### src/hdl/pcw_pkg.sv
`timescale 1ns / 1ps

package pcw_pkg;

  // Request kinds carried in the func field.
  typedef enum logic [1:0] {
    FUNC_READ   = 2'd0,
    FUNC_WRITE  = 2'd1,
    FUNC_SEARCH = 2'd2
  } pcw_func_t;

  // Fixed places and codes of the configuration header.
  localparam logic [8:0] STATUS_OFS     = 9'h006;
  localparam logic [8:0] HDRTYPE_OFS    = 9'h00e;
  localparam logic [7:0] CAP_PTR_STD    = 8'h34;
  localparam logic [7:0] CAP_PTR_CB     = 8'h14;
  localparam logic [7:0] CAP_MIN        = 8'h40;
  localparam logic [7:0] CAP_ID_END     = 8'hff;
  localparam logic [7:0] CAP_ALIGN_MASK = 8'hfc;
  localparam logic [6:0] HDR_TYPE_MASK  = 7'h7f;
  localparam logic [6:0] HDR_DEVICE     = 7'd0;
  localparam logic [6:0] HDR_BRIDGE     = 7'd1;
  localparam logic [6:0] HDR_CARDBUS    = 7'd2;
  localparam int         STATUS_CAP_BIT = 4;

  // Address source of a store read.
  typedef enum logic [2:0] {
    RD_OFS,
    RD_STATUS,
    RD_HDR,
    RD_PTR,
    RD_CAP
  } pcw_rd_sel_t;

  // Source of the next-pointer register.
  typedef enum logic [1:0] {
    PTR_START,
    PTR_STD,
    PTR_CB,
    PTR_CAP
  } pcw_ptr_sel_t;

  // How the result registers are loaded.
  typedef enum logic [1:0] {
    RES_NONE,
    RES_ERR,
    RES_READ,
    RES_FOUND
  } pcw_res_t;

  typedef struct packed {
    logic         load_req;
    logic         clr_en;
    logic         wr_en;
    logic         rd_en;
    pcw_rd_sel_t  rd_sel;
    logic         ptr_load;
    pcw_ptr_sel_t ptr_sel;
    logic         cap_load;
    logic         hop_clr;
    logic         hop_inc;
    logic         res_set;
    pcw_res_t     res_kind;
    logic         out_load;
  } pcw_cmd_t;

  typedef struct packed {
    logic [1:0] func;
    logic       acc_ok;
    logic       clr_last;
    logic       cap_enabled;
    logic       start_zero;
    logic       hdr_std;
    logic       hdr_cb;
    logic       ptr_in_range;
    logic       ptr_low;
    logic       cap_in_range;
    logic       id_end;
    logic       id_match;
    logic       hops_last;
    logic       out_free;
  } pcw_sts_t;

endpackage

### src/hdl/pcw_if.sv
`timescale 1ns / 1ps

interface pcw_req_if;
  logic        valid;
  logic        ready;
  logic [1:0]  func;
  logic [7:0]  offset;
  logic [2:0]  access_size;
  logic [31:0] write_data;
  logic [7:0]  start_offset;
  logic [7:0]  cap_id;
  logic        match_any;

  modport source (
    output valid, func, offset, access_size, write_data, start_offset, cap_id, match_any,
    input  ready
  );
  modport sink (
    input  valid, func, offset, access_size, write_data, start_offset, cap_id, match_any,
    output ready
  );
endinterface

interface pcw_rsp_if;
  logic        valid;
  logic        ready;
  logic [31:0] read_data;
  logic        access_error;
  logic        cap_found;
  logic [7:0]  cap_offset;

  modport source (
    output valid, read_data, access_error, cap_found, cap_offset,
    input  ready
  );
  modport sink (
    input  valid, read_data, access_error, cap_found, cap_offset,
    output ready
  );
endinterface

### src/hdl/pcw_ctrl.sv
`timescale 1ns / 1ps

module pcw_ctrl
  import pcw_pkg::*;
(
  input  logic     clk,
  input  logic     rst,
  input  logic     in_valid,
  output logic     in_ready,
  input  pcw_sts_t sts,
  output pcw_cmd_t cmd
);

  typedef enum logic [3:0] {
    S_CLEAR,
    S_IDLE,
    S_DISPATCH,
    S_RD_DATA,
    S_STAT,
    S_HDR,
    S_PTR,
    S_PTR_CHK,
    S_ID_CHK,
    S_DONE
  } state_t;

  state_t state, state_next;

  assign in_ready = (state == S_IDLE);

  always_comb begin
    cmd        = '0;
    cmd.rd_sel = RD_OFS;
    cmd.ptr_sel = PTR_START;
    cmd.res_kind = RES_NONE;
    state_next = state;
    unique case (state)
      S_CLEAR: begin
        cmd.clr_en = 1'b1;
        if (sts.clr_last) state_next = S_IDLE;
      end
      S_IDLE: begin
        if (in_valid) begin
          cmd.load_req = 1'b1;
          state_next   = S_DISPATCH;
        end
      end
      S_DISPATCH: begin
        state_next = S_DONE;
        case (sts.func)
          FUNC_READ: begin
            if (sts.acc_ok) begin
              cmd.rd_en  = 1'b1;
              cmd.rd_sel = RD_OFS;
              state_next = S_RD_DATA;
            end else begin
              cmd.res_set  = 1'b1;
              cmd.res_kind = RES_ERR;
            end
          end
          FUNC_WRITE: begin
            cmd.wr_en    = sts.acc_ok;
            cmd.res_set  = 1'b1;
            cmd.res_kind = sts.acc_ok ? RES_NONE : RES_ERR;
          end
          FUNC_SEARCH: begin
            cmd.rd_en   = 1'b1;
            cmd.rd_sel  = RD_STATUS;
            cmd.hop_clr = 1'b1;
            state_next  = S_STAT;
          end
          default: begin
            cmd.res_set  = 1'b1;
            cmd.res_kind = RES_ERR;
          end
        endcase
      end
      S_RD_DATA: begin
        cmd.res_set  = 1'b1;
        cmd.res_kind = RES_READ;
        state_next   = S_DONE;
      end
      S_STAT: begin
        if (!sts.cap_enabled) begin
          cmd.res_set = 1'b1;
          state_next  = S_DONE;
        end else if (sts.start_zero) begin
          cmd.rd_en  = 1'b1;
          cmd.rd_sel = RD_HDR;
          state_next = S_HDR;
        end else begin
          cmd.ptr_load = 1'b1;
          cmd.ptr_sel  = PTR_START;
          state_next   = S_PTR;
        end
      end
      S_HDR: begin
        if (sts.hdr_std || sts.hdr_cb) begin
          cmd.ptr_load = 1'b1;
          cmd.ptr_sel  = sts.hdr_std ? PTR_STD : PTR_CB;
          state_next   = S_PTR;
        end else begin
          cmd.res_set = 1'b1;
          state_next  = S_DONE;
        end
      end
      S_PTR: begin
        if (sts.ptr_in_range) begin
          cmd.rd_en  = 1'b1;
          cmd.rd_sel = RD_PTR;
          state_next = S_PTR_CHK;
        end else begin
          cmd.res_set  = 1'b1;
          cmd.res_kind = RES_ERR;
          state_next   = S_DONE;
        end
      end
      S_PTR_CHK: begin
        if (sts.ptr_low) begin
          cmd.res_set = 1'b1;
          state_next  = S_DONE;
        end else if (!sts.cap_in_range) begin
          cmd.res_set  = 1'b1;
          cmd.res_kind = RES_ERR;
          state_next   = S_DONE;
        end else begin
          cmd.rd_en    = 1'b1;
          cmd.rd_sel   = RD_CAP;
          cmd.cap_load = 1'b1;
          state_next   = S_ID_CHK;
        end
      end
      S_ID_CHK: begin
        if (sts.id_end) begin
          cmd.res_set = 1'b1;
          state_next  = S_DONE;
        end else if (sts.id_match) begin
          cmd.res_set  = 1'b1;
          cmd.res_kind = RES_FOUND;
          state_next   = S_DONE;
        end else if (sts.hops_last) begin
          cmd.res_set = 1'b1;
          state_next  = S_DONE;
        end else begin
          cmd.hop_inc  = 1'b1;
          cmd.ptr_load = 1'b1;
          cmd.ptr_sel  = PTR_CAP;
          state_next   = S_PTR;
        end
      end
      S_DONE: begin
        if (sts.out_free) begin
          cmd.out_load = 1'b1;
          state_next   = S_IDLE;
        end
      end
      default: state_next = S_IDLE;
    endcase
  end

  always_ff @(posedge clk) begin
    if (rst) begin
      state <= S_CLEAR;
    end else begin
      state <= state_next;
    end
  end

endmodule

### src/hdl/pcw_dp.sv
`timescale 1ns / 1ps

module pcw_dp
  import pcw_pkg::*;
#(
  parameter int CFG_BYTES = 256,
  parameter int MAX_HOPS  = 48
) (
  input  logic        clk,
  input  logic        rst,
  input  pcw_cmd_t    cmd,
  output pcw_sts_t    sts,
  input  logic [1:0]  func,
  input  logic [7:0]  offset,
  input  logic [2:0]  access_size,
  input  logic [31:0] write_data,
  input  logic [7:0]  start_offset,
  input  logic [7:0]  cap_id,
  input  logic        match_any,
  output logic        out_valid,
  input  logic        out_ready,
  output logic [31:0] read_data,
  output logic        access_error,
  output logic        cap_found,
  output logic [7:0]  cap_offset
);

  localparam int WORDS = (CFG_BYTES + 3) / 4;
  localparam int AW    = $clog2(WORDS);
  localparam int HW    = (MAX_HOPS > 1) ? $clog2(MAX_HOPS) : 1;

  // Store: one dword per row, byte lanes written under enables.
  logic [31:0] mem [WORDS];
  logic [31:0] rdata;
  logic [1:0]  rd_lane;
  logic [AW-1:0] clr_addr;

  // Latched request.
  logic [1:0]  r_func;
  logic [7:0]  r_ofs;
  logic [2:0]  r_size;
  logic [31:0] r_wdata;
  logic [7:0]  r_start;
  logic [7:0]  r_id;
  logic        r_any;

  // Walk registers.
  logic [8:0]    ptr;
  logic [7:0]    cap;
  logic [HW-1:0] hop;

  // Result and output registers.
  logic [31:0] res_data;
  logic        res_err;
  logic        res_found;
  logic [7:0]  res_where;

  logic [7:0]  sel_byte;
  logic [7:0]  cap_now;
  logic [8:0]  rd_idx;
  logic [8:0]  acc_end;
  logic        size_ok;
  logic        align_ok;
  logic [31:0] rd_shift;
  logic [31:0] rd_value;
  logic [31:0] wdata_sh;
  logic [3:0]  be;
  logic [AW-1:0] waddr;
  logic [6:0]  hdr_type;

  assign sel_byte = rdata[{rd_lane, 3'b000} +: 8];
  assign cap_now  = sel_byte & CAP_ALIGN_MASK;
  assign hdr_type = sel_byte[6:0] & HDR_TYPE_MASK;

  always_comb begin
    case (cmd.rd_sel)
      RD_OFS:    rd_idx = {1'b0, r_ofs};
      RD_STATUS: rd_idx = STATUS_OFS;
      RD_HDR:    rd_idx = HDRTYPE_OFS;
      RD_PTR:    rd_idx = ptr;
      RD_CAP:    rd_idx = {1'b0, cap_now};
      default:   rd_idx = {1'b0, r_ofs};
    endcase
  end

  // Access checks for reads and writes.
  assign acc_end = {1'b0, r_ofs} + {6'd0, r_size};
  always_comb begin
    case (r_size)
      3'd1: begin
        size_ok  = 1'b1;
        align_ok = 1'b1;
      end
      3'd2: begin
        size_ok  = 1'b1;
        align_ok = (r_ofs[0] == 1'b0);
      end
      3'd4: begin
        size_ok  = 1'b1;
        align_ok = (r_ofs[1:0] == 2'd0);
      end
      default: begin
        size_ok  = 1'b0;
        align_ok = 1'b0;
      end
    endcase
  end

  assign rd_shift = rdata >> {r_ofs[1:0], 3'b000};
  always_comb begin
    case (r_size)
      3'd1:    rd_value = {24'd0, rd_shift[7:0]};
      3'd2:    rd_value = {16'd0, rd_shift[15:0]};
      default: rd_value = rd_shift;
    endcase
  end

  assign wdata_sh = r_wdata << {r_ofs[1:0], 3'b000};
  always_comb begin
    case (r_size)
      3'd1:    be = 4'b0001 << r_ofs[1:0];
      3'd2:    be = 4'b0011 << r_ofs[1:0];
      default: be = 4'b1111;
    endcase
  end
  assign waddr = AW'(r_ofs[7:2]);

  always_ff @(posedge clk) begin
    if (cmd.clr_en) begin
      mem[clr_addr] <= '0;
    end else if (cmd.wr_en) begin
      for (int l = 0; l < 4; l++) begin
        if (be[l]) mem[waddr][8*l +: 8] <= wdata_sh[8*l +: 8];
      end
    end
    if (cmd.rd_en) begin
      rdata   <= mem[AW'(rd_idx[8:2])];
      rd_lane <= rd_idx[1:0];
    end
  end

  always_ff @(posedge clk) begin
    if (rst) begin
      clr_addr <= '0;
    end else if (cmd.clr_en) begin
      clr_addr <= clr_addr + AW'(1);
    end
  end

  always_ff @(posedge clk) begin
    if (cmd.load_req) begin
      r_func  <= func;
      r_ofs   <= offset;
      r_size  <= access_size;
      r_wdata <= write_data;
      r_start <= start_offset;
      r_id    <= cap_id;
      r_any   <= match_any;
    end
    if (cmd.ptr_load) begin
      case (cmd.ptr_sel)
        PTR_START: ptr <= {1'b0, r_start} + 9'd1;
        PTR_STD:   ptr <= {1'b0, CAP_PTR_STD};
        PTR_CB:    ptr <= {1'b0, CAP_PTR_CB};
        PTR_CAP:   ptr <= {1'b0, cap} + 9'd1;
        default:   ptr <= {1'b0, CAP_PTR_STD};
      endcase
    end
    if (cmd.cap_load) cap <= cap_now;
    if (cmd.hop_clr) begin
      hop <= '0;
    end else if (cmd.hop_inc) begin
      hop <= hop + HW'(1);
    end
    if (cmd.res_set) begin
      res_data  <= '0;
      res_err   <= 1'b0;
      res_found <= 1'b0;
      res_where <= '0;
      case (cmd.res_kind)
        RES_ERR:   res_err <= 1'b1;
        RES_READ:  res_data <= rd_value;
        RES_FOUND: begin
          res_found <= 1'b1;
          res_where <= cap;
        end
        default: ;
      endcase
    end
    if (cmd.out_load) begin
      read_data    <= res_data;
      access_error <= res_err;
      cap_found    <= res_found;
      cap_offset   <= res_where;
    end
  end

  always_ff @(posedge clk) begin
    if (rst) begin
      out_valid <= 1'b0;
    end else if (cmd.out_load) begin
      out_valid <= 1'b1;
    end else if (out_ready) begin
      out_valid <= 1'b0;
    end
  end

  // The status and header-type bytes lie below 64, so they are always in range.
  always_comb begin
    sts.func         = r_func;
    sts.acc_ok       = size_ok && align_ok && ({23'd0, acc_end} <= 32'(CFG_BYTES));
    sts.clr_last     = (clr_addr == AW'(WORDS - 1));
    sts.cap_enabled  = sel_byte[STATUS_CAP_BIT];
    sts.start_zero   = (r_start == 8'd0);
    sts.hdr_std      = (hdr_type == HDR_DEVICE) || (hdr_type == HDR_BRIDGE);
    sts.hdr_cb       = (hdr_type == HDR_CARDBUS);
    sts.ptr_in_range = ({23'd0, ptr} < 32'(CFG_BYTES));
    sts.ptr_low      = (sel_byte < CAP_MIN);
    sts.cap_in_range = ({24'd0, cap_now} < 32'(CFG_BYTES));
    sts.id_end       = (sel_byte == CAP_ID_END);
    sts.id_match     = r_any || (sel_byte == r_id);
    sts.hops_last    = (hop == HW'(MAX_HOPS - 1));
    sts.out_free     = !out_valid || out_ready;
  end

endmodule

### src/hdl/pci_config_space_cap_walker_core.sv
`timescale 1ns / 1ps

// PCI configuration space with a capability list walker.
// Requests arrive on the req channel (valid/ready); each request transfer
// yields exactly one response transfer on the rsp channel, in order.
// func 0 reads 1, 2 or 4 aligned little-endian bytes, func 1 writes them,
// func 2 walks the capability list for cap_id (or any ID with match_any).
// Bad size, misalignment, an access past the store or func 3 answer with
// access_error set; nothing in the store changes then.
// A search visits at most MAX_HOPS (48) capabilities; each hop costs a
// pointer read and an ID read through the single registered read port of
// the store.
// One request is worked on at a time; the next can be taken in the cycle
// after the previous result is loaded into the output register.
// The output register holds a result while the receiver stalls, and the
// next request is accepted meanwhile; its result waits until the slot frees.
// After reset the store is swept to zero, one dword per cycle;
// req.ready stays low during that sweep.

module pci_config_space_cap_walker_core
  import pcw_pkg::*;
#(
  parameter int CFG_BYTES = 256,
  parameter int MAX_HOPS  = 48
) (
  input  logic      clk,
  input  logic      rst,
  pcw_req_if.sink   req,
  pcw_rsp_if.source rsp
);

  pcw_cmd_t cmd;
  pcw_sts_t sts;

  // The sequencer decides the order of store accesses and when a result
  // is ready; the datapath holds the store, the walk registers and results.
  pcw_ctrl u_ctrl (
    .clk      (clk),
    .rst      (rst),
    .in_valid (req.valid),
    .in_ready (req.ready),
    .sts      (sts),
    .cmd      (cmd)
  );

  pcw_dp #(
    .CFG_BYTES (CFG_BYTES),
    .MAX_HOPS  (MAX_HOPS)
  ) u_dp (
    .clk          (clk),
    .rst          (rst),
    .cmd          (cmd),
    .sts          (sts),
    .func         (req.func),
    .offset       (req.offset),
    .access_size  (req.access_size),
    .write_data   (req.write_data),
    .start_offset (req.start_offset),
    .cap_id       (req.cap_id),
    .match_any    (req.match_any),
    .out_valid    (rsp.valid),
    .out_ready    (rsp.ready),
    .read_data    (rsp.read_data),
    .access_error (rsp.access_error),
    .cap_found    (rsp.cap_found),
    .cap_offset   (rsp.cap_offset)
  );

endmodule
### src/flat_wrapper.sv
// flat-port wrapper written by rule: the top's interface ports become plain ports
module pci_config_space_cap_walker_core_flat import pcw_pkg::*;
#(
  parameter int CFG_BYTES = 256,
  parameter int MAX_HOPS  = 48
)
  (clk, rst, req_valid, req_func, req_offset, req_access_size, req_write_data, req_start_offset, req_cap_id, req_match_any, req_ready, rsp_valid, rsp_read_data, rsp_access_error, rsp_cap_found, rsp_cap_offset, rsp_ready);
  pcw_req_if req_i ();
  pcw_rsp_if rsp_i ();
  input  logic clk;
  input  logic rst;
  input wire logic [$bits(req_i.valid)-1:0] req_valid;
  input wire logic [$bits(req_i.func)-1:0] req_func;
  input wire logic [$bits(req_i.offset)-1:0] req_offset;
  input wire logic [$bits(req_i.access_size)-1:0] req_access_size;
  input wire logic [$bits(req_i.write_data)-1:0] req_write_data;
  input wire logic [$bits(req_i.start_offset)-1:0] req_start_offset;
  input wire logic [$bits(req_i.cap_id)-1:0] req_cap_id;
  input wire logic [$bits(req_i.match_any)-1:0] req_match_any;
  output wire logic [$bits(req_i.ready)-1:0] req_ready;
  output wire logic [$bits(rsp_i.valid)-1:0] rsp_valid;
  output wire logic [$bits(rsp_i.read_data)-1:0] rsp_read_data;
  output wire logic [$bits(rsp_i.access_error)-1:0] rsp_access_error;
  output wire logic [$bits(rsp_i.cap_found)-1:0] rsp_cap_found;
  output wire logic [$bits(rsp_i.cap_offset)-1:0] rsp_cap_offset;
  input wire logic [$bits(rsp_i.ready)-1:0] rsp_ready;
  assign req_i.valid = req_valid;
  assign req_i.func = req_func;
  assign req_i.offset = req_offset;
  assign req_i.access_size = req_access_size;
  assign req_i.write_data = req_write_data;
  assign req_i.start_offset = req_start_offset;
  assign req_i.cap_id = req_cap_id;
  assign req_i.match_any = req_match_any;
  assign req_ready = req_i.ready;
  assign rsp_valid = rsp_i.valid;
  assign rsp_read_data = rsp_i.read_data;
  assign rsp_access_error = rsp_i.access_error;
  assign rsp_cap_found = rsp_i.cap_found;
  assign rsp_cap_offset = rsp_i.cap_offset;
  assign rsp_i.ready = rsp_ready;
  pci_config_space_cap_walker_core #(.CFG_BYTES(CFG_BYTES), .MAX_HOPS(MAX_HOPS)) u_core (.clk(clk), .rst(rst), .req(req_i), .rsp(rsp_i));
endmodule
### config.mk
export PLATFORM = sky130hd
export DESIGN_NAME = pci_config_space_cap_walker_core_flat
export DESIGN_NICKNAME = d
export VERILOG_FILES = /design/src/hdl/pcw_pkg.sv /design/src/hdl/pcw_if.sv /design/src/hdl/pcw_ctrl.sv /design/src/hdl/pcw_dp.sv /design/src/hdl/pci_config_space_cap_walker_core.sv /design/src/flat_wrapper.sv
export SDC_FILE = /design/constraint.sdc
export NUM_CORES = 2
export LEC_CHECK = 0
export BUFFER_PORTS_ARGS = -buffer_cell sky130_fd_sc_hd__buf_2
export CAP_MARGIN = 15
export CELL_PAD_IN_SITES_DETAIL_PLACEMENT = 1
export CELL_PAD_IN_SITES_GLOBAL_PLACEMENT = 1
export CORE_MARGIN = 8
export CORE_UTILIZATION = 50
export CTS_BUF_LIST = sky130_fd_sc_hd__clkbuf_8
export CTS_CLUSTER_SIZE = 24
export DETAILED_ROUTE_END_ITERATION = 16
export PLACE_DENSITY = 0.82
export SLEW_MARGIN = 20
export SYNTH_ARGS = -nofsm -noshare
export SYNTH_HDL_FRONTEND = slang
export SYNTH_SLANG_ARGS = --single-unit
export TNS_END_PERCENT = 1
### constraint.sdc
create_clock -name clk -period 11.7 [get_ports clk]
set_clock_uncertainty 0.2 [all_clocks]
set_input_delay 1.755 -clock clk [delete_from_list [all_inputs] [get_ports clk]]
set_output_delay 1.755 -clock clk [all_outputs]
set_load 0.02 [all_outputs]
==> flow_summary.ini <==
[status]
status = finished clean

[power]
vdd_drop_max_mv = 0.1450
power_leakage_nw = 36.48
powerDensity_nw_per_um2 = 153.3

[min_path]
min_to = u_core.u_dp.read_data[31]
hold-path-cell-count = 0
hp-start = u_core.u_dp.res_data[31]
hp-class = reg -> reg

[clocking]
cts_inserted_buffers = 372
ctsLongestPathBuffers = 4
cts_tree = built
insertion_delay_ns = 1.12
cts.clk_slew.worst_paths_ns = 0.06
cts_setup_buffers = 0
cts-root-buf = clkbuf_8
htreeDepth = 5
cts-hold-fix-buffers = 0
cts.repair.resized = 0
cts_sinks = 2256

[die]
die_w_um = 438.7
die_area_um2 = 192500
start_util_pct = 50.18
fp.coreArea_um2 = 178000
rows = 155
die_h_um = 438.7
io_pins = 110

[worst_setup_path]
cp_slowest_cell = nor2_1
criticalPathCategory = reg -> reg
crit_family = simple AND/OR/NAND/NOR gates
crit_fanout = 74
reg2reg_from = u_core.u_dp.r_ofs[0]
rr_worst_depth = 14
slowest_delay_ns = 0.87
cp-end-kind = flip-flop
timing.reg2reg.setup_slack_ns = 4.56
cp-start-kind = flip-flop
cp_common_cell = buf_4
worstReg2RegEnd = u_core.u_dp.mem[47][14]
critical_path.cell_chain = buf_4 -> ha_1 -> fa_1 -> or3_1 -> a21oi_1 -> nor4_1 -> or4_2 -> buf_4 -> clkinv_1 -> nor3b_1 -> o21ai_4 -> buf_4 -> or2_2 -> nor2_1
critPathArrivalTime_ns = 7.64
crit_required_ns = 12.20
path_buf_inv = 4

[yosys]
syn_area_per_cell_um2 = 15.69
synth_top_cell_by_area = edfxtp_1
synth_top_area_share_pct = 75.25
synthCells = 5696
synth-seq-cells = 2256
yosysWarnings = 0
yosys-top-cells-count = edfxtp_1 (2239), nand2_1 (822), a21oi_1 (308)
synth_cell_type_count = 82
syn-cell-area_um2 = 89340
yosysMostFrequentCell = edfxtp_1
synth_edf_count = 2239
synth-async-reset-ratio_pct = 0
ys_top_cells_by_area = edfxtp_1 (75%), mux4_2 (3.7%), nand2_1 (3.5%)
synth_flop_cell = edfxtp_1
ys_seq_area_share_pct = 75.64

[timing]
drv_slew = 0
hold_viol_final = 0
fmax_mhz = 140.0
finalSetupViolCount = 0
tns_ns = 0
post-route-min-period_ns = 7.140
slew_headroom_pct = 13.95
grt_setup_unrepaired = false
tightest_slew_ns = 1.291
holdWs_ns = 0.2139
timing.final.crit_share_pct = 61.03

[job]
maxCapViolCount = 0

[detailed_routing]
routed_wl_mm = 301.3
viasPerCell = 6.742
wl_per_cell_um = 35.22
antenna_left = 0
drt_iter0_drc = 8942
firstDrtPassIters = 6
drc = 0
num_vias = 57680

[placed_design]
place.gp.congestion = 0.9266
io_buffers = 107
post-dp-hpwl_mm = 184.2

[global_route]
grt_overflow = 0
grt_max_degree = 159
grt_pass1_wl_mm = 425.7
grt_pass1_vias = 59530
grt_usage_pct = 30.39
antenna_found_initial = 15

[final_layout]
fill_cells = 16550
multi_input_area_um2 = 20640
drive_above_1_share_pct = 16.11
regArea_um2 = 67570
area_delta_synth_final_pct = 11.17
num-nets-final = 6007
==> layout by cell type (no fill, tap or decap), types with 105 or more instances in the layout <==
master | Yosys | layout
nand3_1 | 181 | 179
a21oi_1 | 308 | 305
clkbuf_8 | 0 | 376
a22oi_1 | 124 | 124
mux2i_1 | 251 | 251
clkinv_1 | 1 | 105
nor2_1 | 297 | 267
edfxtp_1 | 2239 | 2239
mux4_2 | 145 | 145
nand2_1 | 822 | 821
inv_1 | 6 | 116
buf_2 | 98 | 107
buf_4 | 8 | 145
==> worst max-delay path by stage <==
stage | startpoint | end | cells after the start
after global placement | u_core.u_dp.r_ofs[0] | u_core.u_dp.mem[47][19] | 13
after CTS | u_core.u_dp.r_ofs[0] | u_core.u_dp.mem[47][14] | 14
after floorplan | u_core.u_dp.r_size[0] | u_core.u_dp.mem[0][29] | 11
final | u_core.u_dp.r_ofs[0] | u_core.u_dp.mem[47][14] | 14
after detailed placement | u_core.u_dp.r_ofs[0] | u_core.u_dp.mem[47][15] | 14
after global routing | u_core.u_dp.r_ofs[0] | u_core.u_dp.mem[47][14] | 14
==> per-layer routing <==
layer | track usage (%) | vias up | part of all wire [%]
met5 | 0.2771 | - | 0.042
met1 | 37.04 | 29140 | 34
met3 | 9.911 | 1194 | 13
met4 | 20.29 | 10 | 7.9
li1 | - | 22660 | -
met2 | 46.45 | 4673 | 45
==> cell families after synthesis <==
| group | share of synthesized area, % |
|---|---|
| fa+ha+maj | 0.1204 |
| flops | 75.64 |
| xor+xnor | 0.2157 |
| buf+inv | 1.977 |
| compound gates | 7.410 |
| other cells | 0.004197 |
| mux | 6.492 |
| simple gates | 8.145 |
==> final cells by class <==
type / instances / share of cell area [%]
flip-flops and latches: 2256 / 68.04
multi-input cells: 3036 / 20.78
inverters: 8 / 0.03023
clock inverters: 259 / 1.187
diodes: 6 / 0.01512
well taps: 2355 / 2.967
repair buffers: 259 / 1.776
clock buffers: 376 / 5.210
==> state kept, by name, indices dropped and copies added (netlist names), 3 cells and up <==
| name | flops |
|---|---|
| u_core.u_dp.mem | 2048 |
| u_core.u_dp.r_wdata | 32 |
| u_core.u_ctrl.state | 4 |
| u_core.u_dp.r_size | 3 |
| u_core.u_dp.rdata | 32 |
| u_core.u_dp.res_where | 6 |
| u_core.u_dp.res_data | 32 |
| u_core.u_dp.r_start | 8 |
| u_core.u_dp.cap_offset | 6 |
| u_core.u_dp.ptr | 9 |
| u_core.u_dp.r_ofs | 8 |
| u_core.u_dp.r_id | 8 |
| u_core.u_dp.hop | 6 |
| u_core.u_dp.clr_addr | 6 |
| u_core.u_dp.cap | 6 |
| u_core.u_dp.read_data | 32 |
==> power breakdown <==
part           internal [W]  total (W)  switching (W)
clock               0.00308    0.00629        0.00321
combinational     0.0000246   0.000124      0.0000994
sequential          0.00880    0.00881      0.0000140
==> per-stage QoR <==
step / setup WS, ns / area, µm² / total power [W] / cells / utilization, %
floorplan: 5.166 / 89350 / 0.009021 / 5697 / -
global placement: 4.944 / 92810 / 0.009082 / 7914 / 52.13
detailed placement: 4.746 / 92860 / 0.009093 / 7914 / 52.16
CTS: 4.723 / 99210 / 0.01522 / 8549 / 55.73
global route: 4.392 / 99310 / 0.01550 / 8550 / 55.78
finish: 4.560 / 99320 / 0.01522 / 8555 / 55.79
No activity file was read; power rests on OpenSTA's default activity.
